File: src/rtl/plar_pkg.sv
`timescale 1ns / 1ps
// ----------------------------------------------------------------------------
// plar_pkg
// Shared types, constants and tables of the polyline arc length resampler.
// ----------------------------------------------------------------------------
package plar_pkg;

    // Largest number of points one segment may produce.
    localparam int MAX_PTS = 64;
    localparam int CNT_W   = $clog2(MAX_PTS + 1);

    // Spacing after reset, unsigned Q15.16.
    localparam logic [30:0] SPACING_RST = 31'd65536;

    // Angles: CORDIC works in 2^24 units per turn; outputs use 2^16.
    localparam int           CORDIC_STEPS = 18;
    localparam logic [23:0]  ANG_HALF     = 24'h800000;
    localparam logic [23:0]  ANG_ROUND    = 24'd128;
    localparam logic [15:0]  QUARTER_TURN = 16'd16384;

    // Command queue between front and back.
    localparam int Q_DEPTH = 2;
    localparam int Q_PTR_W = $clog2(Q_DEPTH);
    localparam int Q_CNT_W = $clog2(Q_DEPTH + 1);

    typedef enum logic {
        K_START,
        K_SEG
    } t_kind;

    // One command from the front: a path start vertex or a closed segment.
    // For a start, a and b hold the vertex; for a segment, dx and dy.
    typedef struct packed {
        t_kind              kind;
        logic signed [32:0] a;
        logic signed [32:0] b;
        logic [32:0]        len;
        logic [15:0]        head;
        logic [31:0]        curv;
        logic [3:0]         cls;
    } t_cmd;

    // One result point.
    typedef struct packed {
        logic [31:0] x;
        logic [31:0] y;
        logic [15:0] head;
        logic [15:0] normal;
        logic [31:0] curv;
        logic [3:0]  cls;
        logic        last;
        logic        ovf;
    } t_res;

    // Queue status seen by the front and the back.
    typedef struct packed {
        logic full;
        logic empty;
    } t_q_stat;

    typedef enum logic [2:0] {
        F_IDLE,
        F_SQA,
        F_SQB,
        F_SQRT,
        F_NORM,
        F_CORD,
        F_PUSH
    } t_front_state;

    typedef enum logic [3:0] {
        B_IDLE,
        B_START,
        B_SETUP,
        B_MUL,
        B_PREP,
        B_DIV,
        B_SAT,
        B_EMIT
    } t_back_state;

    // Arctangent of 2^-i in 2^24 units per turn.
    function automatic logic [23:0] atan_lut(input logic [4:0] idx);
        logic [23:0] v;
        unique case (idx)
            5'd0:    v = 24'd2097152;
            5'd1:    v = 24'd1238021;
            5'd2:    v = 24'd654136;
            5'd3:    v = 24'd332050;
            5'd4:    v = 24'd166669;
            5'd5:    v = 24'd83416;
            5'd6:    v = 24'd41718;
            5'd7:    v = 24'd20860;
            5'd8:    v = 24'd10430;
            5'd9:    v = 24'd5215;
            5'd10:   v = 24'd2608;
            5'd11:   v = 24'd1304;
            5'd12:   v = 24'd652;
            5'd13:   v = 24'd326;
            5'd14:   v = 24'd163;
            5'd15:   v = 24'd81;
            5'd16:   v = 24'd41;
            5'd17:   v = 24'd20;
            default: v = 24'd0;
        endcase
        return v;
    endfunction

endpackage

File: src/rtl/plar_queue.sv
`timescale 1ns / 1ps
// ----------------------------------------------------------------------------
// plar_queue
// Short command queue between the front and the back.
// ----------------------------------------------------------------------------
module plar_queue (
    input  logic               i_clk,
    input  logic               i_rst_n,
    input  logic               i_push,
    input  plar_pkg::t_cmd     i_data,
    input  logic               i_pop,
    output plar_pkg::t_cmd     o_data,
    output plar_pkg::t_q_stat  o_stat
);
    import plar_pkg::*;

    t_cmd               r_mem [Q_DEPTH];
    logic [Q_PTR_W-1:0] r_wr, r_rd;
    logic [Q_CNT_W-1:0] r_cnt;
    logic               w_do_push, w_do_pop;

    assign o_stat.full  = (r_cnt == Q_CNT_W'(Q_DEPTH));
    assign o_stat.empty = (r_cnt == '0);
    assign w_do_push    = i_push && !o_stat.full;
    assign w_do_pop     = i_pop && !o_stat.empty;
    assign o_data       = r_mem[r_rd];

    // Pointers and fill count.
    always_ff @(posedge i_clk) begin
        if (!i_rst_n) begin
            r_wr  <= '0;
            r_rd  <= '0;
            r_cnt <= '0;
        end else begin
            if (w_do_push) r_wr <= (r_wr == Q_PTR_W'(Q_DEPTH - 1)) ? '0 : r_wr + 1'b1;
            if (w_do_pop)  r_rd <= (r_rd == Q_PTR_W'(Q_DEPTH - 1)) ? '0 : r_rd + 1'b1;
            if (w_do_push && !w_do_pop) r_cnt <= r_cnt + 1'b1;
            else if (!w_do_push && w_do_pop) r_cnt <= r_cnt - 1'b1;
        end
    end

    // Entry storage.
    always_ff @(posedge i_clk) begin
        if (w_do_push) r_mem[r_wr] <= i_data;
    end

endmodule

File: config.mk
export PLATFORM = sky130hd
export DESIGN_NAME = plar_queue
export DESIGN_NICKNAME = d
export VERILOG_FILES = /design/src/rtl/plar_pkg.sv /design/src/rtl/plar_queue.sv
export SDC_FILE = /design/constraint.sdc
export NUM_CORES = 1
export LEC_CHECK = 0
export BUFFER_PORTS_ARGS = -buffer_cell sky130_fd_sc_hd__buf_4
export CORE_MARGIN = 5
export CORE_UTILIZATION = 35
export DETAILED_ROUTE_END_ITERATION = 7
export PLACE_DENSITY = 0.63
export SLEW_MARGIN = 30
export SYNTH_ARGS = -nofsm -noshare
export SYNTH_HDL_FRONTEND = slang
export SYNTH_SLANG_ARGS = --single-unit
File: constraint.sdc
create_clock -name i_clk -period 21.6 [get_ports i_clk]
set_clock_uncertainty 0.1 [all_clocks]
set_input_delay 2.16 -clock i_clk [delete_from_list [all_inputs] [get_ports i_clk]]
set_output_delay 2.16 -clock i_clk [all_outputs]
set_load 0.01 [all_outputs]
# == Word-level counts from Yosys, hierarchy flattened ==
# Memory sizes are Yosys's and may differ from the RTL's. A register that Yosys moved wholly into a read port is not among the register bits.
# Index checks and enable logic that the tools add are counted.
# word_totals
reg_bits,4
output_inout_bits,154
ram_bits,304
memories,1
# mem_list
name,depth,word_bits,rd,rd_ports_with_merged_regs,wr,line,source
r_mem,2,152,1,1,1,plar_queue.sv:17,t_cmd r_mem [Q_DEPTH];
# op_classes
n_mux,8
n_reduce_logical,10
n_eq_ne,1
addsub,4
# ops
op,n
$mux 1,6
$logic_and 1x1->1,4
$logic_not 1->1,4
$mux 2,2
$add 1x1->1 const B,2
$add 2x1->2 const B,1
$eq 2x2->1 const B,1
$logic_not 2->1,1
$reduce_bool 2->1,1
$sub 2x1->2 const B,1

# == Logic depth before layout (Yosys ltp) ==
# logic_depth
word_depth,7
ltp_mapped,7

# == Worst setup path before layout ==
# OpenSTA, ideal clock, no wires.
# synth_timing
path_type,in2reg
from,input port i_push
to,memory r_mem[0][0] (netlist bit) (enable)
setup_slack_ns,12.779
setup_time_ns,0.638
stages,2
t_arrival_ns,8.084
path_cell_list,inv_1 -> nor3_2
# synth_between
elab_chain_len,3
# synth_lines
element,line,source
from (decl),plar_queue.sv:9,"input logic i_push,"
$logic_and 1x1->1,plar_queue.sv:24,assign w_do_push = i_push && !o_stat.full;
$mux 1,plar_queue.sv:44,if (w_do_push) r_mem[r_wr] <= i_data;
$mux 1 (implied by the code),plar_queue.sv:44,
to (decl),plar_queue.sv:17,
# No other way between the ends.

==> reports/metrics.csv <==
metric;value;unit
post-detail-place hpwl;16200;microns
Slew headroom;0.354;
area delta synth->final;33.4;%
die area;36600;sq um
CP required;19.34;ns
fin cells;1299;
CTS Hold Buffers Added;0;
TritonCTS clock tree;done;
Avg WL per Cell;18.7;microns
setup TNS;0;ns
critical path type;reg2out;
worst setup margin;16.63;ns
CP startpoint kind;flip-flop;
ys async rst share;0;
CP Capture Type;primary output;
placed insts;1239;
#FFs+latches synth;309;
gr ovfl total;0;
Post-DRT Antenna Nets;0;
YS warnings;0;
clk slew on worst S/H paths;0.06;ns
GR Util All Layers;0.126;
CP max FO;46;
Post-Layout Inst Area;15400;sq um
Setup violations, final;0;
port buffer count;309;
r2r startpoint;r_cnt[0];
first-pass GRT wire length;35800;microns
post-synthesis cell type count;21;
period utilisation layout;0.230;
Max VDD drop;57.4;uV
vias in the first global route;6213;
Cells after Synth;498;
final core utilization;0.473;
Die Ht;191;microns
Post-synth top flop;edfxtp_1;
CTS buffer count;35;
Initial DRC Count;223;
Post-CTS Setup Bufs;0;
commonest cells after routing, fill and taps aside;buf_4 (314), edfxtp_1 (304), mux2_4 (80);
filler cell count;2817;
fmax;201;MHz
Hold Path Class;reg2reg;
Tmin final;4.97;ns
io pins;310;
commonest non-fill, non-tap cell in the layout;buf_4;
global-route met1 utilization;0.156;
transition time of the tightest slew-check pin;0.969;ns
largest net degree at the start of global routing;71;
core area;32500;sq um
worst slack, placed;17.00;ns
EDFF count, synth;304;
post-CTS sizing;0;
syn_nets;655;
GPL Wtd Cong;0.751;
DR vias/cell;4.44;
Syn Area/Cell;23.1;sq um
PwrDens;118;nW/um^2
CTS root buffer;clkbuf_16;
Post-Syn Area;11500;sq um
Worst EP arrival;2.71;ns
clock sinks;309;
row cnt;66;
Synth top area share;0.792;
unrepaired setup endpoints after global routing;false;
status;finished, final reports clean;
layout net count;991;
layout cell share with drive strength beyond 1;0.602;
Synth area leaders;edfxtp_1 (79%), mux2_4 (10%), mux2_2 (7.0%);
Max Cap Viol;0;
fin. max-slew vios;0;
hold path startpoint;r_cnt[1];
grt peak-use layer;met2;
Synth area leader;edfxtp_1;
Clock Tree Buf Depth;3;
sequential area share after synthesis;0.801;
WL final;24300;microns
H-tree Lvls;2;
clock latency on the worst-skew pair;0.49;ns
routed via count;5765;
antenna cells;0;
Remaining DRCs;0;
die width;191;microns
met2 usage;0.209;
leak pwr;5.81;nW
met3 GRT Util;0.0504;
Initial Utilization;0.354;
Final Hold Violating Endpoints;0;
DRT Pass-1 Iters;4;
initial antenna violation count;1;
Placed Area;14300;sq um
## layout make-up
type | count | area [sq um] | share of cell area
multi-input cells | 170 | 2150 | 0.140
clock buffers | 47 | 963 | 0.0627
repair buffers | 316 | 2380 | 0.155
inverters | 2 | 7.51 | 0.000488
well taps | 442 | 553 | 0.0360
clock inverters | 13 | 90.1 | 0.00586
flip-flops and latches | 309 | 9230 | 0.600
## cells in the mapped netlist (2+ instances only)
library cell / count
dfxtp_1: 5
mux2_2: 72
inv_1: 2
and2_1: 3
edfxtp_1: 304
buf_2: 7
mux2_4: 80
nor2_1: 2
buf_6: 10
xnor2_1: 2
## state kept, by name, indices dropped and copies added, names as in the netlist, named ones only
register / cells
r_cnt: 2
r_mem: 304
r_wr: 1
r_rd: 1
## metrics by stage
| step | hold WS, ns | power [mW] |
|---|---|---|
| global route | 0.490 | 1.90 |
| CTS | 0.442 | 1.85 |
| detailed placement | 0.433 | 1.30 |
| global placement | 0.414 | 1.29 |
| floorplan | 0.383 | 1.09 |
| finish | 0.444 | 1.82 |
## where the power goes
group          leakage, nW  internal (mW)  switching, mW
Sequential            2.88          0.755         0.0318
Combinational         2.42          0.266          0.220
Clock                0.514          0.324          0.221
## final timing paths
check                  end  cells after the start  slack, ns
max reg2reg  r_mem[0][125]                      5      19.15
max            o_data[130]                      3      16.63
min               r_cnt[1]                      2       0.44
min reg2reg       r_cnt[1]                      2       0.44
## layer usage
layer | vias up | wire [microns]
met4 | 2 | 438
li1 | 2661 | -
met5 | - | 19
met3 | 42 | 2220
met1 | 2843 | 9870
met2 | 217 | 11800
## critical path: stages, from the launching register on
cell,delay [ns]
dfxtp_4,0.74
buf_4,0.81
mux2_2,0.45
buf_4,0.15
## kinds of logic after synthesis
family	count (synthesis)	share of synthesized area
flip-flops	309	0.801
multiplexers	152	0.175
buffers and inverters	19	0.0135
AND/OR/NAND/NOR	9	0.00478
AO/OA/AOI/OAI	5	0.00282
XOR/XNOR	3	0.00228
adder cells (fa/ha/maj)	1	0.00109
Power figures use the tool's default switching activity.
