===== src/rtl/plar_pkg.sv =====
`timescale 1ns / 1ps
// ----------------------------------------------------------------------------
// plar_pkg
// Shared types, constants and tables of the polyline arc length resampler.
// ----------------------------------------------------------------------------
package plar_pkg;

    // Largest number of points one segment may produce.
    localparam int MAX_PTS = 64;
    localparam int CNT_W   = $clog2(MAX_PTS + 1);

    // Spacing after reset, unsigned Q15.16.
    localparam logic [30:0] SPACING_RST = 31'd65536;

    // Angles: CORDIC works in 2^24 units per turn; outputs use 2^16.
    localparam int           CORDIC_STEPS = 18;
    localparam logic [23:0]  ANG_HALF     = 24'h800000;
    localparam logic [23:0]  ANG_ROUND    = 24'd128;
    localparam logic [15:0]  QUARTER_TURN = 16'd16384;

    // Command queue between front and back.
    localparam int Q_DEPTH = 2;
    localparam int Q_PTR_W = $clog2(Q_DEPTH);
    localparam int Q_CNT_W = $clog2(Q_DEPTH + 1);

    typedef enum logic {
        K_START,
        K_SEG
    } t_kind;

    // One command from the front: a path start vertex or a closed segment.
    // For a start, a and b hold the vertex; for a segment, dx and dy.
    typedef struct packed {
        t_kind              kind;
        logic signed [32:0] a;
        logic signed [32:0] b;
        logic [32:0]        len;
        logic [15:0]        head;
        logic [31:0]        curv;
        logic [3:0]         cls;
    } t_cmd;

    // One result point.
    typedef struct packed {
        logic [31:0] x;
        logic [31:0] y;
        logic [15:0] head;
        logic [15:0] normal;
        logic [31:0] curv;
        logic [3:0]  cls;
        logic        last;
        logic        ovf;
    } t_res;

    // Queue status seen by the front and the back.
    typedef struct packed {
        logic full;
        logic empty;
    } t_q_stat;

    typedef enum logic [2:0] {
        F_IDLE,
        F_SQA,
        F_SQB,
        F_SQRT,
        F_NORM,
        F_CORD,
        F_PUSH
    } t_front_state;

    typedef enum logic [3:0] {
        B_IDLE,
        B_START,
        B_SETUP,
        B_MUL,
        B_PREP,
        B_DIV,
        B_SAT,
        B_EMIT
    } t_back_state;

    // Arctangent of 2^-i in 2^24 units per turn.
    function automatic logic [23:0] atan_lut(input logic [4:0] idx);
        logic [23:0] v;
        unique case (idx)
            5'd0:    v = 24'd2097152;
            5'd1:    v = 24'd1238021;
            5'd2:    v = 24'd654136;
            5'd3:    v = 24'd332050;
            5'd4:    v = 24'd166669;
            5'd5:    v = 24'd83416;
            5'd6:    v = 24'd41718;
            5'd7:    v = 24'd20860;
            5'd8:    v = 24'd10430;
            5'd9:    v = 24'd5215;
            5'd10:   v = 24'd2608;
            5'd11:   v = 24'd1304;
            5'd12:   v = 24'd652;
            5'd13:   v = 24'd326;
            5'd14:   v = 24'd163;
            5'd15:   v = 24'd81;
            5'd16:   v = 24'd41;
            5'd17:   v = 24'd20;
            default: v = 24'd0;
        endcase
        return v;
    endfunction

endpackage


===== src/rtl/plar_back.sv =====
`timescale 1ns / 1ps
// ----------------------------------------------------------------------------
// plar_back
// Carries out queued commands: walks each segment by the spacing, places
// every point with a multiply and a bit-serial divide per axis, and holds
// the result in an output register.
// ----------------------------------------------------------------------------
module plar_back (
    input  logic               i_clk,
    input  logic               i_rst_n,
    input  logic               i_cfg_we,
    input  logic [30:0]        i_cfg_wdata,
    input  plar_pkg::t_cmd     i_cmd,
    input  plar_pkg::t_q_stat  i_qstat,
    output logic               o_pop,
    output logic               o_valid,
    input  logic               i_ready,
    output plar_pkg::t_res     o_res
);
    import plar_pkg::*;

    t_back_state r_state, n_state;

    logic [30:0]        r_spacing;
    logic [31:0]        r_emit_x, r_emit_y;
    logic [30:0]        r_carry;
    t_cmd               r_cmd;
    logic [30:0]        r_ds;
    logic [30:0]        r_offset;
    logic [32:0]        r_remain;
    logic               r_ovf;
    logic [CNT_W-1:0]   r_n;
    logic               r_sel;
    logic [63:0]        r_prod;
    logic [33:0]        r_rem;
    logic [31:0]        r_lo;
    logic [4:0]         r_dcnt;
    logic [31:0]        r_new_x, r_new_y;
    logic               r_out_valid;
    t_res               r_out;

    logic [30:0]        w_ds, w_acc;
    logic [33:0]        w_sum;
    logic [37:0]        w_lim;
    logic [32:0]        w_mag_full;
    logic [63:0]        w_div;
    logic [33:0]        w_r2;
    logic               w_qbit;
    logic [31:0]        w_base;
    logic               w_neg;
    logic signed [33:0] w_sat_sum;
    logic [31:0]        w_sat;
    logic [32:0]        w_rem_next;
    logic               w_last;
    logic               w_space;
    logic               w_load;

    assign o_valid = r_out_valid;
    assign o_res   = r_out;
    assign o_pop   = (r_state == B_IDLE) && !i_qstat.empty;
    assign w_space = !r_out_valid || i_ready;
    assign w_load  = w_space && ((r_state == B_START) || (r_state == B_EMIT));

    // Segment setup: effective spacing, clamped carry, overflow test.
    assign w_ds  = (r_spacing == '0) ? 31'd1 : r_spacing;
    assign w_acc = (r_carry > w_ds) ? w_ds : r_carry;
    assign w_sum = 34'(w_acc) + 34'(r_cmd.len);
    assign w_lim = 38'(w_ds) * 38'(MAX_PTS + 1);

    // Multiply and divide for one axis.
    assign w_mag_full = r_sel ? (r_cmd.b[32] ? 33'(-r_cmd.b) : 33'(r_cmd.b))
                              : (r_cmd.a[32] ? 33'(-r_cmd.a) : 33'(r_cmd.a));
    assign w_div  = r_prod + 64'(r_cmd.len[32:1]);
    assign w_r2   = {r_rem[32:0], r_lo[31]};
    assign w_qbit = (w_r2 >= {1'b0, r_cmd.len});

    // Step from the last emitted point, saturating to 32 bits.
    assign w_base    = r_sel ? r_emit_y : r_emit_x;
    assign w_neg     = r_sel ? r_cmd.b[32] : r_cmd.a[32];
    assign w_sat_sum = w_neg ? $signed({{2{w_base[31]}}, w_base}) - $signed({2'b00, r_lo})
                             : $signed({{2{w_base[31]}}, w_base}) + $signed({2'b00, r_lo});
    always_comb begin
        if (w_sat_sum > $signed(34'h0_7FFF_FFFF))       w_sat = 32'h7FFF_FFFF;
        else if (w_sat_sum < $signed(34'h3_8000_0000))  w_sat = 32'h8000_0000;
        else                                            w_sat = w_sat_sum[31:0];
    end

    // Bookkeeping after a point is handed over.
    assign w_rem_next = r_remain - 33'(r_offset);
    assign w_last     = (r_n == CNT_W'(MAX_PTS - 1)) || (w_rem_next < 33'(r_ds));

    // Next state.
    always_comb begin
        n_state = r_state;
        unique case (r_state)
            B_IDLE: begin
                if (!i_qstat.empty) n_state = (i_cmd.kind == K_START) ? B_START : B_SETUP;
            end
            B_START: if (w_space) n_state = B_IDLE;
            B_SETUP: n_state = (w_sum < 34'(w_ds)) ? B_IDLE : B_MUL;
            B_MUL:   n_state = B_PREP;
            B_PREP:  n_state = B_DIV;
            B_DIV:   if (r_dcnt == 5'd31) n_state = B_SAT;
            B_SAT:   n_state = r_sel ? B_EMIT : B_MUL;
            B_EMIT:  if (w_space) n_state = w_last ? B_IDLE : B_MUL;
            default: n_state = B_IDLE;
        endcase
    end

    // Control state, configuration and carried path state.
    always_ff @(posedge i_clk) begin
        if (!i_rst_n) begin
            r_state     <= B_IDLE;
            r_spacing   <= SPACING_RST;
            r_emit_x    <= '0;
            r_emit_y    <= '0;
            r_carry     <= '0;
            r_out_valid <= 1'b0;
        end else begin
            r_state <= n_state;
            if (i_cfg_we) r_spacing <= i_cfg_wdata;
            if (w_load) r_out_valid <= 1'b1;
            else if (i_ready) r_out_valid <= 1'b0;
            unique case (r_state)
                B_START: begin
                    if (w_space) begin
                        r_emit_x <= r_cmd.a[31:0];
                        r_emit_y <= r_cmd.b[31:0];
                        r_carry  <= '0;
                    end
                end
                B_SETUP: begin
                    if (w_sum < 34'(w_ds)) r_carry <= w_sum[30:0];
                end
                B_SAT: begin
                    if (r_sel) begin
                        r_emit_x <= r_new_x;
                        r_emit_y <= w_sat;
                    end
                end
                B_EMIT: begin
                    if (w_space && w_last) r_carry <= r_ovf ? '0 : w_rem_next[30:0];
                end
                default: begin
                end
            endcase
        end
    end

    // Datapath registers.
    always_ff @(posedge i_clk) begin
        unique case (r_state)
            B_IDLE: begin
                if (!i_qstat.empty) r_cmd <= i_cmd;
            end
            B_SETUP: begin
                r_ds     <= w_ds;
                r_offset <= w_ds - w_acc;
                r_remain <= r_cmd.len;
                r_ovf    <= ({4'b0000, w_sum} >= w_lim);
                r_n      <= '0;
                r_sel    <= 1'b0;
            end
            B_MUL: begin
                r_prod <= w_mag_full[31:0] * {1'b0, r_offset};
            end
            B_PREP: begin
                r_rem  <= {2'b00, w_div[63:32]};
                r_lo   <= w_div[31:0];
                r_dcnt <= '0;
            end
            B_DIV: begin
                r_dcnt <= r_dcnt + 5'd1;
                r_rem  <= w_qbit ? (w_r2 - {1'b0, r_cmd.len}) : w_r2;
                r_lo   <= {r_lo[30:0], w_qbit};
            end
            B_SAT: begin
                if (r_sel) begin
                    r_new_y <= w_sat;
                end else begin
                    r_new_x <= w_sat;
                    r_sel   <= 1'b1;
                end
            end
            B_EMIT: begin
                if (w_space) begin
                    r_remain <= w_rem_next;
                    r_offset <= r_ds;
                    r_n      <= r_n + 1'b1;
                    r_sel    <= 1'b0;
                end
            end
            default: begin
            end
        endcase
    end

    // Output register.
    always_ff @(posedge i_clk) begin
        if (w_load) begin
            r_out.head   <= r_cmd.head;
            r_out.normal <= r_cmd.head + QUARTER_TURN;
            r_out.curv   <= r_cmd.curv;
            r_out.cls    <= r_cmd.cls;
            if (r_state == B_START) begin
                r_out.x    <= r_cmd.a[31:0];
                r_out.y    <= r_cmd.b[31:0];
                r_out.last <= 1'b1;
                r_out.ovf  <= 1'b0;
            end else begin
                r_out.x    <= r_new_x;
                r_out.y    <= r_new_y;
                r_out.last <= w_last;
                r_out.ovf  <= r_ovf;
            end
        end
    end

endmodule


===== config.mk =====
export PLATFORM = sky130hd
export DESIGN_NAME = plar_back
export DESIGN_NICKNAME = d
export VERILOG_FILES = /design/src/rtl/plar_pkg.sv /design/src/rtl/plar_back.sv
export SDC_FILE = /design/constraint.sdc
export NUM_CORES = 2
export LEC_CHECK = 0
export BUFFER_PORTS_ARGS = -buffer_cell sky130_fd_sc_hd__buf_4
export CAP_MARGIN = 20
export CORE_MARGIN = 2
export CORE_UTILIZATION = 40
export DETAILED_ROUTE_END_ITERATION = 10
export GPL_ROUTABILITY_DRIVEN = 0
export PLACE_DENSITY = 0.58
export SKIP_LAST_GASP = 1
export SYNTH_ARGS = -nofsm -noshare
export SYNTH_HDL_FRONTEND = slang
export SYNTH_SLANG_ARGS = --single-unit

===== constraint.sdc =====
create_clock -name i_clk -period 32.5 [get_ports i_clk]
set_input_delay 4.875 -clock i_clk [delete_from_list [all_inputs] [get_ports i_clk]]
set_output_delay 4.875 -clock i_clk [all_outputs]
set_load 0.05 [all_outputs]

# Yosys cells after proc, flatten, opt, wreduce, memory -nomap -nowiden
# Cells that the tools add are included.
[word_totals]
regBits = 717
latch_bits = 0
ramBits = 0
rom_bits = 0
wordCells = 140
n_memories = 0
[op_classes]
add_sub_neg = 12
mul = 2
div = 0
n_lt_le_gt_ge = 7
eq_ne = 16
shift = 0
muxes = 45
bitwise_logic = 2
n_reduce_logical = 24
[ops]
columns = ["op", "n"]
rows = [
  ["two-way mux 32 bit", 10],
  ["two-way mux 31 bit", 7],
  ["case mux 32 bit (2 select lines)", 3],
  ["case mux 33 bit (2 select lines)", 2],
  ["case mux 31 bit (3 select lines)", 1],
  ["two-way mux 33 bit", 2],
  ["adder 63 x 32 -> 64 bit", 1],
  ["two-way mux 64 bit", 1],
  ["negator 32 bit", 2],
  ["multiplier 32 x 31 -> 63 bit", 1],
  ["case mux 31 bit (2 select lines)", 1],
  ["greater-or-equal comparator 34 x 38 -> 1 bit", 1],
  ["multiplier 31 x 7 -> 38 bit, second input constant", 1],
  ["adder 31 x 33 -> 34 bit", 1],
  ["adder 32 x 33 -> 34 bit", 1],
  ["greater-or-equal comparator 34 x 33 -> 1 bit", 1],
  ["greater-than comparator 34 x 32 -> 1 bit, second input constant", 1],
  ["less-than comparator 34 x 31 -> 1 bit", 1],
  ["less-than comparator 34 x 32 -> 1 bit, second input constant", 1],
  ["two-way mux 34 bit", 1],
  ["subtractor 32 x 33 -> 34 bit", 1],
  ["less-than comparator 33 x 31 -> 1 bit", 1],
  ["subtractor 33 x 31 -> 33 bit", 1],
  ["subtractor 33 bit", 1],
  ["other kinds (32)", 64],
]

# Logic depth before layout (Yosys ltp)
[depth]
word_depth = 8
depth_mapped = 41
depth_no_buf = 39

# Worst setup path before layout
# OpenSTA, ideal clock, no wires.
[synth_timing]
path_type = "input-to-output"
from = "input port i_qstat[0] (netlist name)"
to = "output port o_pop"
arrival_ns = 20.415
slack_ns = 7.210
stages = 1
path_cell_list = "nor4_1"
[synth_via]
elab_chain_cells = 2
[synth_lines]
columns = ["item", "line", "text"]
rows = [
  ["start, declared", "plar_back.sv:14", "input plar_pkg::t_q_stat i_qstat,"],
  ["zero test 1 bit", "n/a", ""],
  ["logical AND 1 bit", "plar_back.sv:60", "assign o_pop = (r_state == B_IDLE) && !i_qstat.empty;"],
  ["end, declared", "plar_back.sv:15", "output logic o_pop,"],
]
# No other way between the ends.

# Worst setup path in the final report
[layout_timing]
from = "register r_cmd[88] (netlist name)"
to = "register r_prod[55] (data pin)"
[layout_via]
elab_chain_cells = 4
[layout_lines]
columns = ["item", "line", "text"]
rows = [
  ["start, declared", "plar_back.sv:27", "t_cmd r_cmd;"],
  ["start signal, assigned", "plar_back.sv:154", "if (!i_qstat.empty) r_cmd <= i_cmd;"],
  ["negator 32 bit", "plar_back.sv:71", "assign w_mag_full = r_sel ? (r_cmd.b[32] ? 33'(-r_cmd.b) : 33'(r_cmd.b))"],
  ["two-way mux 32 bit (*) (2 in series)", "plar_back.sv:71", ""],
  ["multiplier 32 x 31 -> 63 bit (*)", "plar_back.sv:165", "r_prod <= w_mag_full[31:0] * {1'b0, r_offset};"],
  ["end signal, assigned", "plar_back.sv:165", ""],
  ["end, declared", "plar_back.sv:34", "logic [63:0] r_prod;"],
]
# Every way passes the cells marked *; elsewhere a longest branch is shown, timed or not.
# A chain may end at the register's enable or synchronous reset.

==> out/metrics.cfg <==
[clocking]
cts_buffer_depth=3
cts_tree=yes
htree_num_levels=3
postCtsHoldBufs=0
cts.clk_slew.worst_paths_ns=0.06
cts-root-buf=clkbuf_16
worst_skew_pair.late_latency_ns=0.69
cts_sinks=702
post_cts_buffers=0
cts_resized=0
numCtsBuffers=72

[worst_setup_path]
rr_worst_depth=38
cp_max_fo=31
cp_data_arrival_time_ns=12.11
ff2ff_setup_slack_ns=20.82
crit_start=r_cmd[88]
criticalPathCategory=reg -> reg
critPathLaunchType=flip-flop
cp_slowest_cell=or4_4
cp_common_cell=fa_1
required_ns=32.93
critical_path.endpoint_type=flip-flop
r2r_end=r_prod[55]
r2r-start=r_cmd[88]
max_stage_delay_ns=0.60

[logic_synthesis]
syn_area_mm2=0.0756
synth_edf_count=572
async_flop_share_pct=0
synth.net_count=9679
yosysSeqAreaShare_pct=26.2
netlist_instances=7995
syn_area_per_cell_um2=9.45
synth_ff_type=edfxtp_1
ys_warn_count=0
ys_ff_latch=702
synth_cell_type_count=88

[timing]
hold_viol=0
fmax_mhz=85.6
drv_slew=0
fin_crit_ns=11.68
setup_viol_count_final=0
fin_tns_setup_ns=0
worst_slew_pin_slew_ns=1.07
slew_headroom_pct=28.4
fin_ws_ns=20.82
clock_skew_ns=0.0422
min_period_over_period_pct=35.9
rsz0062_at_grt=no

[die]
row_count=159
die_width_um=439
core_mm2=0.188
pin_count=325
start_util_pct=40.2
die_area_mm2=0.192
fp.dieH_um=439

[routing]
finalWirelength_um=221000
drt_iter0_drc=4705
drcViolationCount=34
wl_per_cell_um=20.7
viasPerCell=5.45
drtAntennaViolNets=0
drt_first_pass_iters=11
vias=57977

[flow_run]
max_cap_violations=0

[global_route]
grt-ovfl-total=0
antenna_found_initial=8
grtUsageTotal_pct=22.7
grt_pass1_wl_um=342000
grt_max_degree=96
grt_pass1_vias=58418

[finish]
final_cells=10634
fillers=18127
drive_above_1_share_pct=8.82
finalNetCount=9763
postLayoutCellArea_mm2=0.0829
antenna-diode-count=0
area_growth_pct=9.70

[min_path]
hold_path_class=reg -> reg
hold_start=r_cmd[34]
hold_depth=0
min_to=o_res[36]

[placed_design]
dp_hpwl_um=171000
dp_slack_ns=21.00
numPortBuffers=323
dp_cells=10498
post_dp_cell_area_mm2=0.0805

[outcome]
outcome=finished with violations
violations=design-rule violations

==> Yosys cell counts (72+ instances only) <==
cell / count / area, um^2
xnor2_1: 199 / 1740
and2_1: 370 / 2310
o21ai_0: 290 / 1450
fa_1: 873 / 17500
edfxtp_1: 572 / 17200
xor2_1: 163 / 1430
nor3_1: 74 / 370
a21oi_1: 362 / 1810
nand3_1: 92 / 460
nand2_1: 1117 / 4190
a211oi_1: 133 / 998
nor2_1: 371 / 1390
a21o_1: 144 / 1080
ha_1: 622 / 7780
mux2i_1: 77 / 771
clkbuf_1: 362 / 1360
nand4_1: 72 / 450
inv_1: 1114 / 4180
dfxtp_1: 130 / 2600
==> registers in the layout, summed over array words and instances, names as in the netlist, 33 cells and up <==
signal,cells
r_rem,33
r_remain,33
o_res,120
r_prod,63
r_cmd,151
==> placed cells by master, fill, tap and decap left out, drive strengths merged, types with 30 or more instances in the layout <==
| cell | instances |
|---|---|
| a211oi | 133 |
| a21o | 144 |
| a21oi | 363 |
| a31oi | 30 |
| and2 | 384 |
| and3 | 38 |
| buf | 435 |
| clkbuf | 97 |
| dfxtp | 130 |
| edfxtp | 572 |
| fa | 873 |
| ha | 622 |
| inv | 1119 |
| mux2 | 62 |
| mux2i | 77 |
| nand2 | 1117 |
| nand2b | 45 |
| nand3 | 92 |
| nand4 | 72 |
| nor2 | 371 |
| nor2b | 45 |
| nor3 | 74 |
| o211ai | 62 |
| o21a | 45 |
| o21ai | 309 |
| o21bai | 41 |
| o31ai | 45 |
| or3 | 61 |
| xnor2 | 199 |
| xor2 | 163 |
==> critical path: cells and delay by family, from the launching register on <==
| kind | cells | cell delay [ns] |
|---|---|---|
| compound gates | 7 | 1.91 |
| xor+xnor | 2 | 0.26 |
| fa+ha+maj | 9 | 4.47 |
| buf+inv | 9 | 0.98 |
| flops | 1 | 0.52 |
| simple gates | 11 | 3.19 |
==> layer usage <==
layer	global-route usage, %	up-vias	routed length [um]
met5	0	-	64
met4	6.69	8	7100
met3	3.02	312	13700
met2	38.1	1805	106000
met1	30.6	29163	94200
li1	-	26689	-
==> worst max-delay path by stage <==
stage,slack (ns),depth (start not counted),to
detailed placement,21.00,38,r_prod[55]
global placement,20.98,38,r_prod[55]
floorplan,7.21,1,o_pop
global route,20.45,33,r_prod[62]
finish,20.82,38,r_prod[55]
CTS,20.92,33,r_prod[62]
==> cell families (layout without fill, tap and decap cells) <==
kind of cell	after synthesis	after routing	share of synthesized area [%]
compound gates	1352	1352	11.5
mux	139	139	1.94
flops	702	702	26.2
xor+xnor	362	362	4.20
fa+ha+maj	1495	1495	33.4
simple gates	2406	2406	15.0
buf+inv	1539	1683	7.77
==> layout make-up <==
class | count | area [um^2] | area share (%)
tap | 2495 | 3120 | 3.77
clock buffer | 97 | 1940 | 2.34
sequential | 702 | 19800 | 23.9
multi-input combinational | 5754 | 50200 | 60.5
inverter | 1114 | 4180 | 5.04
clock inverter | 37 | 433 | 0.522
timing repair buffer | 435 | 3290 | 3.97
==> through the flow <==
step                      hold WS, ns  utilization, %
final                           0.419            44.1
after CTS                       0.419            44.1
after detailed placement        0.405            42.9
after floorplan                 0.400               -
after global routing            0.424            44.1
after global placement          0.400            42.9
Power is not shown: default switching activity piles up to over one toggle a cycle in this logic, so the estimate is an artifact.
