$ cat config.mk
export PLATFORM = sky130hd
export DESIGN_NAME = plar_front
export DESIGN_NICKNAME = d
export VERILOG_FILES = /design/src/rtl/plar_pkg.sv /design/src/rtl/plar_front.sv
export SDC_FILE = /design/constraint.sdc
export NUM_CORES = 2
export LEC_CHECK = 0
export BUFFER_PORTS_ARGS = -buffer_cell sky130_fd_sc_hd__buf_2
export CAP_MARGIN = 20
export CORE_MARGIN = 3
export CORE_UTILIZATION = 59
export DETAILED_ROUTE_END_ITERATION = 16
export MAX_ROUTING_LAYER = met4
export PLACE_DENSITY = 0.9
export SYNTH_ARGS = -nofsm -noshare
export SYNTH_HDL_FRONTEND = slang
export SYNTH_SLANG_ARGS = --single-unit
export TNS_END_PERCENT = 30
$ cat constraint.sdc
create_clock -name i_clk -period 12.05 [get_ports i_clk]
set_input_delay 0.6025 -clock i_clk [delete_from_list [all_inputs] [get_ports i_clk]]
set_output_delay 0.6025 -clock i_clk [all_outputs]
set_load 0.005 [all_outputs]
$ cat src/rtl/plar_pkg.sv
`timescale 1ns / 1ps
// ----------------------------------------------------------------------------
// plar_pkg
// Shared types, constants and tables of the polyline arc length resampler.
// ----------------------------------------------------------------------------
package plar_pkg;

    // Largest number of points one segment may produce.
    localparam int MAX_PTS = 64;
    localparam int CNT_W   = $clog2(MAX_PTS + 1);

    // Spacing after reset, unsigned Q15.16.
    localparam logic [30:0] SPACING_RST = 31'd65536;

    // Angles: CORDIC works in 2^24 units per turn; outputs use 2^16.
    localparam int           CORDIC_STEPS = 18;
    localparam logic [23:0]  ANG_HALF     = 24'h800000;
    localparam logic [23:0]  ANG_ROUND    = 24'd128;
    localparam logic [15:0]  QUARTER_TURN = 16'd16384;

    // Command queue between front and back.
    localparam int Q_DEPTH = 2;
    localparam int Q_PTR_W = $clog2(Q_DEPTH);
    localparam int Q_CNT_W = $clog2(Q_DEPTH + 1);

    typedef enum logic {
        K_START,
        K_SEG
    } t_kind;

    // One command from the front: a path start vertex or a closed segment.
    // For a start, a and b hold the vertex; for a segment, dx and dy.
    typedef struct packed {
        t_kind              kind;
        logic signed [32:0] a;
        logic signed [32:0] b;
        logic [32:0]        len;
        logic [15:0]        head;
        logic [31:0]        curv;
        logic [3:0]         cls;
    } t_cmd;

    // One result point.
    typedef struct packed {
        logic [31:0] x;
        logic [31:0] y;
        logic [15:0] head;
        logic [15:0] normal;
        logic [31:0] curv;
        logic [3:0]  cls;
        logic        last;
        logic        ovf;
    } t_res;

    // Queue status seen by the front and the back.
    typedef struct packed {
        logic full;
        logic empty;
    } t_q_stat;

    typedef enum logic [2:0] {
        F_IDLE,
        F_SQA,
        F_SQB,
        F_SQRT,
        F_NORM,
        F_CORD,
        F_PUSH
    } t_front_state;

    typedef enum logic [3:0] {
        B_IDLE,
        B_START,
        B_SETUP,
        B_MUL,
        B_PREP,
        B_DIV,
        B_SAT,
        B_EMIT
    } t_back_state;

    // Arctangent of 2^-i in 2^24 units per turn.
    function automatic logic [23:0] atan_lut(input logic [4:0] idx);
        logic [23:0] v;
        unique case (idx)
            5'd0:    v = 24'd2097152;
            5'd1:    v = 24'd1238021;
            5'd2:    v = 24'd654136;
            5'd3:    v = 24'd332050;
            5'd4:    v = 24'd166669;
            5'd5:    v = 24'd83416;
            5'd6:    v = 24'd41718;
            5'd7:    v = 24'd20860;
            5'd8:    v = 24'd10430;
            5'd9:    v = 24'd5215;
            5'd10:   v = 24'd2608;
            5'd11:   v = 24'd1304;
            5'd12:   v = 24'd652;
            5'd13:   v = 24'd326;
            5'd14:   v = 24'd163;
            5'd15:   v = 24'd81;
            5'd16:   v = 24'd41;
            5'd17:   v = 24'd20;
            default: v = 24'd0;
        endcase
        return v;
    endfunction

endpackage

$ cat src/rtl/plar_front.sv
`timescale 1ns / 1ps
// ----------------------------------------------------------------------------
// plar_front
// Accepts vertices, classifies them and works out each segment's length
// (bit-serial square root) and heading (normalise, then 18-step CORDIC).
// ----------------------------------------------------------------------------
module plar_front (
    input  logic                 i_clk,
    input  logic                 i_rst_n,
    input  logic                 i_valid,
    output logic                 o_ready,
    input  logic [31:0]          i_px,
    input  logic [31:0]          i_py,
    input  logic [15:0]          i_hd,
    input  logic [31:0]          i_cv,
    input  logic [3:0]           i_cls,
    input  logic                 i_start,
    output logic                 o_push,
    output plar_pkg::t_cmd       o_cmd,
    input  plar_pkg::t_q_stat    i_qstat
);
    import plar_pkg::*;

    t_front_state r_state, n_state;

    logic               r_started;
    logic [31:0]        r_prev_x, r_prev_y;
    logic [3:0]         r_prev_cls;
    t_cmd               r_cmd;
    logic [65:0]        r_rad;
    logic [35:0]        r_rem;
    logic [32:0]        r_root;
    logic [5:0]         r_cnt;
    logic signed [44:0] r_cx, r_cy;
    logic [40:0]        r_m;
    logic [23:0]        r_z;
    logic [4:0]         r_i;

    logic               w_acc;
    logic signed [32:0] w_dx, w_dy;
    logic [32:0]        w_ax_full, w_ay_full;
    logic [31:0]        w_mag;
    logic [63:0]        w_sq;
    logic [35:0]        w_rem2, w_trial;
    logic signed [44:0] w_xs, w_ys;
    logic [23:0]        w_zr;

    assign o_ready = (r_state == F_IDLE);
    assign w_acc   = i_valid && o_ready;
    assign o_push  = (r_state == F_PUSH) && !i_qstat.full;

    // The command handed to the queue carries the rounded CORDIC angle for a segment.
    always_comb begin
        o_cmd = r_cmd;
        if (r_cmd.kind == K_SEG) begin
            o_cmd.head = w_zr[23:8];
        end
    end

    // Segment deltas against the previous vertex, and magnitudes.
    assign w_dx      = $signed({i_px[31], i_px}) - $signed({r_prev_x[31], r_prev_x});
    assign w_dy      = $signed({i_py[31], i_py}) - $signed({r_prev_y[31], r_prev_y});
    assign w_ax_full = r_cmd.a[32] ? 33'(-r_cmd.a) : 33'(r_cmd.a);
    assign w_ay_full = r_cmd.b[32] ? 33'(-r_cmd.b) : 33'(r_cmd.b);

    // One shared squarer for both axes.
    assign w_mag = (r_state == F_SQA) ? w_ax_full[31:0] : w_ay_full[31:0];
    assign w_sq  = w_mag * w_mag;

    // Square root step: bring down two radicand bits, try the next root bit.
    assign w_rem2  = {r_rem[33:0], r_rad[65:64]};
    assign w_trial = {1'b0, r_root, 2'b01};

    // CORDIC vectoring step.
    assign w_xs = r_cx >>> r_i;
    assign w_ys = r_cy >>> r_i;
    assign w_zr = r_z + ANG_ROUND;

    // Next state.
    always_comb begin
        n_state = r_state;
        unique case (r_state)
            F_IDLE: begin
                if (w_acc) begin
                    if (i_start || !r_started) begin
                        n_state = F_PUSH;
                    end else if (w_dx != '0 || w_dy != '0) begin
                        n_state = F_SQA;
                    end
                end
            end
            F_SQA:  n_state = F_SQB;
            F_SQB:  n_state = F_SQRT;
            F_SQRT: if (r_cnt == '0) n_state = F_NORM;
            F_NORM: if (r_m[40]) n_state = F_CORD;
            F_CORD: if (r_i == 5'(CORDIC_STEPS - 1)) n_state = F_PUSH;
            F_PUSH: if (!i_qstat.full) n_state = F_IDLE;
            default: n_state = F_IDLE;
        endcase
    end

    always_ff @(posedge i_clk) begin
        if (!i_rst_n) begin
            r_state    <= F_IDLE;
            r_started  <= 1'b0;
            r_prev_x   <= '0;
            r_prev_y   <= '0;
            r_prev_cls <= '0;
        end else begin
            r_state <= n_state;
            // Vertex intake: path start or a new segment.
            if (w_acc) begin
                r_prev_x   <= i_px;
                r_prev_y   <= i_py;
                r_prev_cls <= i_cls;
                r_started  <= 1'b1;
            end
        end
    end

    // Datapath registers.
    always_ff @(posedge i_clk) begin
        unique case (r_state)
            F_IDLE: begin
                if (w_acc) begin
                    if (i_start || !r_started) begin
                        r_cmd.kind <= K_START;
                        r_cmd.a    <= $signed({i_px[31], i_px});
                        r_cmd.b    <= $signed({i_py[31], i_py});
                        r_cmd.len  <= '0;
                        r_cmd.head <= i_hd;
                        r_cmd.curv <= i_cv;
                        r_cmd.cls  <= i_cls;
                    end else begin
                        r_cmd.kind <= K_SEG;
                        r_cmd.a    <= w_dx;
                        r_cmd.b    <= w_dy;
                        r_cmd.curv <= '0;
                        r_cmd.cls  <= r_prev_cls;
                    end
                end
            end
            F_SQA: begin
                r_rad <= {2'b00, w_sq};
            end
            F_SQB: begin
                r_rad  <= r_rad + {2'b00, w_sq};
                r_rem  <= '0;
                r_root <= '0;
                r_cnt  <= 6'd32;
            end
            F_SQRT: begin
                r_rad <= {r_rad[63:0], 2'b00};
                r_cnt <= r_cnt - 6'd1;
                if (w_rem2 >= w_trial) begin
                    r_rem  <= w_rem2 - w_trial;
                    r_root <= {r_root[31:0], 1'b1};
                end else begin
                    r_rem  <= w_rem2;
                    r_root <= {r_root[31:0], 1'b0};
                end
                if (r_cnt == '0) begin
                    r_cx <= 45'(r_cmd.a);
                    r_cy <= 45'(r_cmd.b);
                    r_m  <= (w_ax_full > w_ay_full) ? 41'(w_ax_full) : 41'(w_ay_full);
                end
            end
            F_NORM: begin
                r_cmd.len <= r_root;
                // Scale up until the larger magnitude reaches 2^40.
                if (!r_m[40]) begin
                    r_cx <= r_cx <<< 1;
                    r_cy <= r_cy <<< 1;
                    r_m  <= r_m << 1;
                end else begin
                    r_i <= '0;
                    if (r_cx < 0) begin
                        r_cx <= -r_cx;
                        r_cy <= -r_cy;
                        r_z  <= ANG_HALF;
                    end else begin
                        r_z <= '0;
                    end
                end
            end
            F_CORD: begin
                r_i <= r_i + 5'd1;
                if (r_cy >= 0) begin
                    r_cx <= r_cx + w_ys;
                    r_cy <= r_cy - w_xs;
                    r_z  <= r_z + atan_lut(r_i);
                end else begin
                    r_cx <= r_cx - w_ys;
                    r_cy <= r_cy + w_xs;
                    r_z  <= r_z - atan_lut(r_i);
                end
            end
            default: begin
            end
        endcase
    end

endmodule

-- After elaboration in Yosys (flattened, before gate mapping)
Memories as Yosys holds them, arrays and structs flattened. A register that Yosys moved wholly into a read port is not among the register bits.
Cells that the tools add are included.
- multiply operators: 1
- reduce and logical (&&, ||, !) cells: 24
- magnitude comparators: 4
- shift operators: 2
- $add $sub $neg: 17
- eq/ne operators: 16
- multiplexer cells: 49
- operators by type and width (cell ; number):
    two-way mux 45 bit ; 8
    one-hot mux 45 bit (3 select lines) ; 2
    one-hot mux 66 bit (3 select lines) ; 1
    two-way mux 24 bit ; 7
    one-hot mux 33 bit (2 select lines) ; 2
    two-way mux 33 bit ; 3
    adder 45 bit ; 2
    negator 45 bit ; 2
    >>> shifter 45 x 5 -> 45 bit ; 2
    subtractor 45 bit ; 2
    two-way mux 85 bit ; 1
    two-way mux 41 bit ; 2
    one-hot mux 41 bit (2 select lines) ; 1
    one-hot mux 34 bit (2 select lines) ; 1
    two-way mux 67 bit ; 1
    adder 66 x 64 -> 66 bit ; 1
    negator 33 bit ; 2
    nonzero test 33 bit ; 2
    subtractor 32 x 32 -> 33 bit ; 2
    multiplier 32 x 32 -> 64 bit ; 1
    two-way mux 49 bit ; 1
    one-hot mux 24 bit (2 select lines) ; 1
    greater-or-equal comparator 45 x 1 -> 1 bit (second input constant) ; 1
    less-than comparator 45 x 1 -> 1 bit (second input constant) ; 1
    36 further kinds ; 64
- bits in registers: 523
- logic and storage cells: 137
- memory bits (read-only): 1408
- input port bits: 122
- memories kept: 2
- memory list (name ; depth ; width ; rd ports ; clocked after Yosys merged registers in ; write ports ; line ; text):
    (no name shown) ; 32 ; 22 ; 1 ; 1 ; 0 ; plar_pkg.sv:85 ; unique case (idx)
    (no name shown) ; 32 ; 22 ; 1 ; 1 ; 0 ; plar_pkg.sv:85 ;

-- Logic depth before layout (Yosys ltp)
- depth in word-level cells: 7
- depth in mapped cells: 53
- mapped depth without buffers: 52

-- Worst setup path before layout
OpenSTA, ideal clock, no wires.
- kind: reg2reg
- from: reg r_cmd, in the netlist o_cmd[88]
- to: reg r_rad[62] (data pin)
- buffers on the path: 3
- path slack: 13 ps
- arrival: 11776 ps
- library setup time: 261 ps
- stages on the path, launching flop included: 49
- clock period less this slack: 12037 ps
- cell sequence: edfxtp_1 -> or4_1 -> or3_1 -> or4_1 -> nor2b_1 -> nand3b_1 -> nand2b_1 -> o21ai_0 -> xnor2_1 -> o21ai_1 -> clkinv_1 -> clkbuf_1 -> nand2_1 -> fa_1 -> inv_1 -> fa_1 -> fa_1 -> inv_1 -> (+13 left out) -> o32ai_1 -> o311a_1 -> a21oi_1 -> xnor2_1 -> ha_1 -> clkbuf_1 -> a21oi_1 -> o21bai_1 -> a21o_1 -> a21oi_1 -> o21bai_1 -> a21o_1 -> a21oi_1 -> o21ai_0 -> a31oi_1 -> o21ai_0 -> xor2_1 -> a221o_1
- word-level cells in the longest chain between the ends: 6
- ends and longest elaborated chain (element ; line ; text):
    start, declared ; plar_front.sv:29 ; t_cmd r_cmd;
    negator 33 bit ; plar_front.sv:64 ; assign w_ay_full = r_cmd.b[32] ? 33'(-r_cmd.b) : 33'(r_cmd.b);
    two-way mux 33 bit (*) ; plar_front.sv:64 ;
    two-way mux 32 bit (*) ; plar_front.sv:67 ; assign w_mag = (r_state == F_SQA) ? w_ax_full[31:0] : w_ay_full[31:0];
    multiplier 32 x 32 -> 64 bit (*) ; plar_front.sv:68 ; assign w_sq = w_mag * w_mag;
    adder 66 x 64 -> 66 bit ; plar_front.sv:147 ; r_rad <= r_rad + {2'b00, w_sq};
    one-hot mux 66 bit (3 select lines) (*) ; plar_front.sv:123 ; unique case (r_state)
    end signal, assigned ; plar_front.sv:144 ; r_rad <= {2'b00, w_sq};
    end signal, assigned ; plar_front.sv:147 ;
    end signal, assigned ; plar_front.sv:153 ; r_rad <= {r_rad[63:0], 2'b00};
    end, declared ; plar_front.sv:30 ; logic [65:0] r_rad;
Every way passes the cells marked *; elsewhere a longest branch is shown, timed or not.
A chain may end at the register's enable or synchronous reset.

-- Worst setup path in the final report
- from: reg r_cmd, in the netlist o_cmd[103]
- to: reg r_rad[64] (data pin)
- word-level cells in the longest chain between the ends: 6
- ends and longest elaborated chain (element ; line):
    negator 33 bit ; plar_front.sv:64
    two-way mux 33 bit (*) ; plar_front.sv:64
    two-way mux 32 bit (*) ; plar_front.sv:67
    multiplier 32 x 32 -> 64 bit (*) ; plar_front.sv:68
    adder 66 x 64 -> 66 bit (*) ; plar_front.sv:147
    one-hot mux 66 bit (3 select lines) (*) ; plar_front.sv:123
Marks and branches as above.

==> metrics.md <==
| Metric | Value |
|---|---|
| Yosys warnings | `0` |
| Root buffer cell | `clkbuf_16` |
| DR pass1 iterations | `7` |
| Worst Hold Path EP | `r_cmd[38]` |
| EDFF count, synth | `451` |
| Max H-tree Level | `3` |
| Initial Util | `0.597` |
| Worst r2r path cells | `46` |
| Post-Synth XOR/XNOR Area | `0.0556` |
| Asr flop ratio synth | `0` |
| Drt drc | `0` |
| CP max-delay cell | `or4_1` |
| Top-count cell post-synth | `inv_1` |
| DP HPWL | `230 mm` |
| Final nets | `11500` |
| Top-area cell type share of the netlist area | `0.203` |
| Layout cells sized above 1 | `0.181` |
| DIE AREA | `140000 sq um` |
| Synthesized instance count | `9256` |
| CP arrival | `12550 ps` |
| Ys flop type | `edfxtp_1` |
| Final Hold Viols | `0` |
| Violated checks | `setup timing` |
| Reg-to-reg slack, setup | `-100 ps` |
| Synth Area per Inst | `8.63 sq um` |
| P&R area growth vs syn | `14.9%` |
| Status | `finished, violations left` |
| GP Congestion | `1.10` |
| Most common library cells after synthesis | `1252 x inv_1, 1077 x nand2_1, 812 x fa_1` |
| Mux cell area share after synthesis | `0.0551` |
| HP Start | `i_hd[2]` |
| Cell Rows | `134` |
| Avg Vias per Cell | `6.28` |
| Dominant cell type by area after synthesis | `fa_1` |
| Routed WL | `289 mm` |
| Fmax achieved | `82.3 MHz` |
| Hold path depth | `1` |
| Clk_skew | `20.6 ps` |
| Min Tclk post-route | `12150 ps` |
| Hold_ws | `130 ps` |
| Post-synth cell types | `98` |
| Gr ovfl total | `0` |
| Global-route wire length before repair | `435 mm` |
| Worst reg2reg endpoint | `r_rad[64]` |
| Post-Syn Nets | `10800` |
| Antenna viol nets, final | `0` |
| Vias | `74000` |
| Post-Synth Adder-Cell Area | `0.295` |
| CP Max Fanout | `11` |
| Worst Tran Pin Value | `1150 ps` |
| Filler instances | `10400` |
| Initial DRC count | `9273` |
| Buffers added on ports | `274` |
| CTS Sinks | `545` |
| Final setup vio count | `4` |
| Fin util | `0.685` |
| Family with the most delay on the worst path | `adder cells` |
| Max incr delay on CP | `640 ps` |
| Post-synthesis compound-gate area fraction | `0.161` |
| Largest cells by area after synthesis | `fa_1 20%, edfxtp_1 17%, ha_1 9.2%` |
| Die Y-Extent | `374 um` |
| Seq/Total Area, Yosys | `0.193` |
| Max-capacitance violation count | `0` |
| Vias in the first global route | `73400` |
| Post-Syn Area | `79900 sq um` |
| Reg-to-reg startpoint | `o_cmd[103]` |
| Total CTS buffers | `71` |
| Critical Path Start | `o_cmd[103]` |
| RSZ-0062 raised after global routing | `true` |
| CTS max path bufs | `3` |
| CP Buf/Inv Count | `11` |
| Largest net degree at the start of global routing | `114` |
| Die width | `374 um` |
| Slew Limit Fails | `0` |
| Worst slew margin | `0.227` |
| Clk pin slew, worst setup/hold paths | `60 ps` |
| Synth Area in Simple Gates | `0.145` |
| CP Capture Type | `flip-flop` |
| CTS tree | `yes` |
| GRT Total Usage | `0.417` |
| Worst-Skew Late Latency | `670 ps` |
| IO Pins | `276` |
| Hold Crit Class | `input port to flip-flop` |
| Startpoint types | `flip-flop` |
| Core area | `134000 sq um` |
| Period utilization | `1.01` |
| Pre-CTS WS | `-689 ps` |
| Initial antenna violation count | `32` |
| Req. time, crit path | `12460 ps` |
| Crit Path Category | `flip-flop to flip-flop` |
| Final WS setup | `-99.4 ps` |
| Yosys reg bits | `545` |
| Largest family of logic cells by synthesized area | `adder cells` |
| Wire length per cell | `24.5 um` |
## metal layers
metal | routed length (um) | global-route usage | share of wire | vias to the layer above
met2 | 127000 | 0.620 | 0.44 | 4501
met4 | 20800 | 0.240 | 0.072 | 0
met1 | 106000 | 0.520 | 0.37 | 35900
li1 | - | - | - | 32600
met3 | 34500 | 0.0995 | 0.12 | 1013
met5 | 0 | - | 0 | -
## cell usage in the layout, fill, tap and decap left out, types with 72 or more instances in the layout
cell and instances:
xnor2_1 279, a21boi_0 85, mux4_2 111, mux2i_1 123, a21o_1 219, inv_1 1232, nor2_1 764, o21ai_0 463
ha_1 568, buf_4 921, dfxtp_1 93, nor3_1 117, nand2_1 1061, buf_2 274, a21oi_1 484, xor2_1 210
clkbuf_16 72, fa_1 804, nand3_1 137, edfxtp_1 451
## timing repair
action | CTS | global route
hold buffers | 0 | 0
hold endpoints to repair | 0 | 0
resized for setup | 134 | 167
pin swaps | 49 | 71
buffers inserted | 18 | 33
endpoints found under the setup margin | 25 | 30
## sequential cells by signal (all words and copies together), names as in the netlist, named ones only
signal      flops
r_prev_y       32
r_rad          66
r_i             5
r_cy           45
o_cmd         136
r_cmd          16
r_prev_x       32
r_prev_cls      4
r_rem          34
r_cnt           6
r_m            41
r_cx           45
r_state         3
r_root         33
r_z            24
r_started       1
## worst max-delay path by stage
stage               cells after the start   endpoint  slack [ps]
floorplan                              48  r_rad[62]          10
global placement                       46  r_rad[65]        -560
detailed placement                     45  r_rad[64]        -690
CTS                                    52  r_rad[63]         -70
global route                           48  r_rad[64]        -420
finish                                 46  r_rad[64]        -100
## stage by stage
stage / area [sq um] / std cells / TNS, ps
6_report: 91800 / 11800 / -237
5_1_grt: 91800 / 11800 / -4830
4_1_cts: 90800 / 11700 / -172
3_5_place_dp: 87800 / 11600 / -7530
3_3_place_gp: 87800 / 11600 / -4480
2_1_floorplan: 79900 / 9256 / 0
## kinds of logic (layout without fill, tap and decap cells)
logic type | Yosys count | in the layout
AO/OA/AOI/OAI | 2009 | 2009
XOR/XNOR | 507 | 507
adder cells (fa/ha/maj) | 1398 | 1398
buffers and inverters | 1884 | 2622
flip-flops | 545 | 545
multiplexers | 294 | 294
other | 0 | 34
AND/OR/NAND/NOR | 2619 | 2619
## cell type report
| type | instances | area (sq um) | area share |
|---|---|---|---|
| sequential | 545 | 15400 | 0.168 |
| timing repair buffer | 1232 | 8900 | 0.0969 |
| tap | 1768 | 2210 | 0.0241 |
| multi-input combinational | 6827 | 58200 | 0.634 |
| antenna | 34 | 85.1 | 0.000927 |
| clock inverter | 38 | 359 | 0.00391 |
| inverter | 1263 | 4760 | 0.0518 |
| clock buffer | 89 | 1910 | 0.0208 |
Power is left out: the tool's default activity adds up to more than one toggle a clock period on the data nets, which glitch-free logic cannot reach.
